**src/sst_pkg.sv**
```systemverilog
// ----------------------------------------------------------------------------
// sst_pkg
// Shared types and constants for the fixed-point sphere tracer.
// ----------------------------------------------------------------------------
package sst_pkg;

  // Item codes
  localparam logic FUNC_LOAD   = 1'b0;
  localparam logic FUNC_RAY    = 1'b1;
  localparam logic KIND_SPHERE = 1'b0;
  localparam logic KIND_CUBE   = 1'b1;

  // Register indexes
  localparam logic [1:0] REG_ACTIVE    = 2'd0;
  localparam logic [1:0] REG_STEPS     = 2'd1;
  localparam logic [1:0] REG_DIST      = 2'd2;
  localparam logic [1:0] REG_THRESHOLD = 2'd3;

  localparam logic signed [51:0] S32_MAX_W = 52'sh0_0000_7FFF_FFFF;
  localparam logic signed [51:0] S32_MIN_W = -52'sh0_0000_8000_0000;
  localparam logic [30:0]        U31_MAX   = 31'h7FFF_FFFF;

  typedef struct packed {
    logic               func;
    logic [3:0]         slot;
    logic               kind;
    logic signed [31:0] pos_x;
    logic signed [31:0] pos_y;
    logic signed [31:0] pos_z;
    logic [30:0]        size;
    logic signed [17:0] dir_x;
    logic signed [17:0] dir_y;
    logic signed [17:0] dir_z;
  } item_t;

  typedef struct packed {
    logic [4:0]  active_bodies;
    logic [7:0]  step_limit;
    logic [30:0] distance_limit;
    logic [15:0] hit_threshold;
  } cfg_t;

  typedef struct packed {
    logic               hit;
    logic [3:0]         body_hit;
    logic [7:0]         steps_taken;
    logic signed [31:0] end_x;
    logic signed [31:0] end_y;
    logic signed [31:0] end_z;
    logic [30:0]        travelled;
  } result_t;

  // Handshake between front queue and march engine
  typedef struct packed {
    logic valid;
    logic pop;
  } qctl_t;

  // Clamp a wide signed value to the signed 32-bit range
  function automatic logic signed [31:0] sat_s32(input logic signed [51:0] v);
    logic signed [31:0] r;
    if (v > S32_MAX_W) r = 32'sh7FFF_FFFF;
    else if (v < S32_MIN_W) r = -32'sh8000_0000;
    else r = v[31:0];
    return r;
  endfunction

endpackage

```
**src/sst_front.sv**
```systemverilog
// ----------------------------------------------------------------------------
// sst_front
// Input side: accepts beats, drops loads to absent table slots and queues
// the rest in a two-entry buffer for the march engine.
// ----------------------------------------------------------------------------
module sst_front import sst_pkg::*; #(
  parameter int MAX_BODIES = 16
) (
  input  logic  clk,
  input  logic  rst,
  input  logic  in_valid,
  output logic  in_ready,
  input  item_t in_item,
  output logic  q_valid,
  input  logic  q_pop,
  output item_t q_item
);

  item_t      qmem [2];
  logic [1:0] fill;
  logic       wr_ptr;
  logic       rd_ptr;
  logic       keep;
  logic       push;
  logic       pop;

  // Classify: a load beyond the table is taken and dropped
  assign keep     = (in_item.func == FUNC_RAY) || (int'(in_item.slot) < MAX_BODIES);
  assign in_ready = (fill != 2'd2);
  assign push     = in_valid && in_ready && keep;
  assign pop      = q_pop && q_valid;
  assign q_valid  = (fill != 2'd0);
  assign q_item   = qmem[rd_ptr];

  // Store queued items
  always_ff @(posedge clk) begin
    if (push) qmem[wr_ptr] <= in_item;
  end

  // Advance pointers and fill level
  always_ff @(posedge clk) begin
    if (rst) begin
      fill   <= 2'd0;
      wr_ptr <= 1'b0;
      rd_ptr <= 1'b0;
    end else begin
      if (push) wr_ptr <= ~wr_ptr;
      if (pop) rd_ptr <= ~rd_ptr;
      if (push && !pop) fill <= fill + 2'd1;
      else if (pop && !push) fill <= fill - 2'd1;
    end
  end

endmodule

```
**config.mk**
```make
export PLATFORM = sky130hd
export DESIGN_NAME = sst_front
export DESIGN_NICKNAME = d
export VERILOG_FILES = /design/src/sst_pkg.sv /design/src/sst_front.sv
export SDC_FILE = /design/constraint.sdc
export NUM_CORES = 1
export LEC_CHECK = 0
export BUFFER_PORTS_ARGS = -buffer_cell sky130_fd_sc_hd__buf_4
export CAP_MARGIN = 20
export CORE_MARGIN = 8
export CORE_UTILIZATION = 38
export DETAILED_ROUTE_END_ITERATION = 12
export GPL_ROUTABILITY_DRIVEN = 0
export SLEW_MARGIN = 20
export SYNTH_ARGS = -nofsm -noshare
export SYNTH_HDL_FRONTEND = slang
export SYNTH_SLANG_ARGS = --single-unit
```
**constraint.sdc**
```tcl
create_clock -name clk -period 10.34 [get_ports clk]
set_clock_uncertainty 0.1 [all_clocks]
set_input_delay 2.068 -clock clk [delete_from_list [all_inputs] [get_ports clk]]
set_output_delay 2.068 -clock clk [all_outputs]
set_load 0.005 [all_outputs]
```
==> metrics.cfg <==
[sta]
slew_viol_final=0
hold_viol_final=0
fmax_mhz=180.3
worst_pin_slew_ns=1.010
rsz0062_at_grt=no
post-route-period-util_pct=53.65
fin_crit_ns=5.548
slew_headroom_pct=32.65
setup_violations=0
finalSetupTns_ns=0

[synthesis]
synthArstFlopShare_pct=0
synth_common_cells=edfxtp_1 (374), mux2_4 (130), mux2_2 (57)
yosys_warnings=0
synthesis.nets=798
synth-seq-cells=379
synth.top_cell.area_share_pct=78.80
yosysTopAreaCell=edfxtp_1
yosysMostFrequentCell=edfxtp_1
synth_edf_count=374
synth_ff_type=edfxtp_1
syn_area_mm2=0.01425
synthTopCellsByArea=edfxtp_1 (79%), mux2_4 (14%), mux2_2 (4.5%)
synth_cell_types=19
syn_area_per_cell_um2=23.52
ys_seq_area_share_pct=79.50
synthCells=606

[clocking]
numCtsBuffers=41
clkTransAtPathRegs_ns=0.06
cts_hold_buf=0
cts_tree=yes
post-cts-setup-buffers=0
cts_sinks=379
post_cts_resize_count=0
clock_path_buffers=3
clock_latency_ns=0.52
cts_root_buf=clkbuf_16
cts_htree_levels=2

[worst_setup_path]
critPathKind=flop to output port
critPathCaptureType=output port
required_ns=8.17
r2r_cells=3
crit_fanout=57
start_kind=flop
arrival_ns=3.38

[route]
wirelength_mm=33.25
firstDrtPassIters=4
vias_per_cell=4.641
drc_errors=0
postRouteAntennaNets=0
drtIter0Drc=249
vias=7063
wl_per_cell_um=21.85

[status]
status=complete, no violations

[hold_path]
hold_class=flop to flop
hold_depth=2

[die]
die_y_um=209.7
start_util_pct=38.20
die_w_um=209.7
die-area_mm2=0.04396
rows=71
coreArea_mm2=0.03731
io-pin-count=380

[run]
cap_violations=0

[global_routing]
grt.total_usage_pct=14.45
use_met2_pct=24.75
antenna_found_initial=4
grtUsageMet3_pct=4.699
grt_pass1_vias=7598
grt_pass1_wl_mm=48.02
grt_busiest_layer=met2
grt_max_degree=71
grt_remaining_overflow=0
grt_use_met1_pct=16.49

[layout]
area_growth_pct=31.88
multiInputGateArea_mm2=0.002718
nets=1207
register_area_mm2=0.01133
layout-drive-gt1-share_pct=60.15
n_fill_cell=3120

[power_and_ir_drop]
power_uw=4493
ir_drop_mv=0.1527
p_leak_uw=0.007177
powerDensity_mw_per_mm2=239.1

[placed_design]
hpwl_mm=23.19
port_buffers=379

metrics by stage:
stage | std cells | setup WS, ns | instance area (um2) | util, % | hold WS, ns
6_report | 1522 | 4.792 | 18800 | 50.38 | 0.4157
5_1_grt | 1522 | 4.555 | 18800 | 50.38 | 0.4488
4_1_cts | 1517 | 4.662 | 18760 | 50.28 | 0.4122
3_5_place_dp | 1445 | 5.239 | 17550 | 47.04 | 0.4016
3_3_place_gp | 1445 | 5.279 | 17550 | 47.04 | 0.3861
2_1_floorplan | 606 | 3.275 | 14250 | - | 0.3705
cell families (layout without fill, tap and decap cells):
| kind of cell | after synthesis | count (layout) | synth area share [%] |
|---|---|---|---|
| xor gates and xnor gates | 3 | 3 | 0.1844 |
| muxes | 187 | 187 | 18.20 |
| and+or+nand+nor | 9 | 9 | 0.3513 |
| AOI/OAI and AO/OA | 5 | 5 | 0.2107 |
| buffers and inverters | 22 | 460 | 1.466 |
| other | 0 | 4 | 0 |
| adders and majority gates | 1 | 1 | 0.08777 |
| DFF | 379 | 379 | 79.50 |
path summary, 6_finish.rpt:
path	start	end	slack, ns
hold reg to reg	rd_ptr	flop	0.42
setup / recovery	flop	q_item[138]	4.79
hold / removal	rd_ptr	flop	0.42
setup reg to reg	fill[0]	qmem[1][70]	7.40
placed cells by master, fill, tap and decap left out:
cell type / Yosys / routed
buf_4: 0 / 386
edfxtp_1: 374 / 374
mux2_4: 130 / 130
mux2_2: 57 / 57
clkbuf_16: 0 / 41
clkbuf_1: 0 / 14
clkinv_1: 0 / 9
diode_2: 0 / 4
clkinv_2: 0 / 4
dfxtp_1: 5 / 4
xor2_1: 3 / 3
nor2_1: 3 / 3
o21ai_0: 2 / 2
a21oi_1: 2 / 2
bufinv_16: 0 / 2
clkinvlp_4: 0 / 2
nand2b_1: 1 / 1
and2_1: 1 / 1
or2_2: 1 / 1
and3_4: 0 / 1
nand3b_1: 1 / 1
inv_6: 0 / 1
or3_1: 1 / 1
a21bo_2: 1 / 1
ha_1: 1 / 1
dfxtp_4: 0 / 1
buf_16: 0 / 1
worst max-delay path, stage by stage (launching register included):
cell	delay, ns
dfxtp_4	0.93
buf_4	0.61
buf_4	0.73
mux2_4	0.35
buf_4	0.14
report_power, final:
part / total [uW] / switching [uW] / internal [uW]
Combinational: 1160 / 479 / 678
Sequential: 2010 / 84.7 / 1920
Clock: 1330 / 551 / 778
Total: 4490 / 1110 / 3380
registers in the layout, indices dropped and copies added (netlist names), named ones only:
register and flops:
fill 2, wr_ptr 1, qmem 374, rd_ptr 1
cell type report:
cell class                      count  area share (%)
Multi-Input combinational cell    205           14.46
Clock buffer                       55           5.738
Inverter                            1         0.04660
Clock inverter                     17          0.6856
Tap cell                          474           3.155
Antenna cell                        4         0.05325
Timing Repair Buffer              387           15.56
Sequential cell                   379           60.30
layer usage:
| layer | wire (um) | part of all wire, % |
|---|---|---|
| met5 | 0 | 0 |
| met4 | 1017 | 3.1 |
| met3 | 2366 | 7.1 |
| met2 | 16940 | 51 |
| met1 | 12930 | 39 |
No activity file was read; power rests on OpenSTA's default activity.
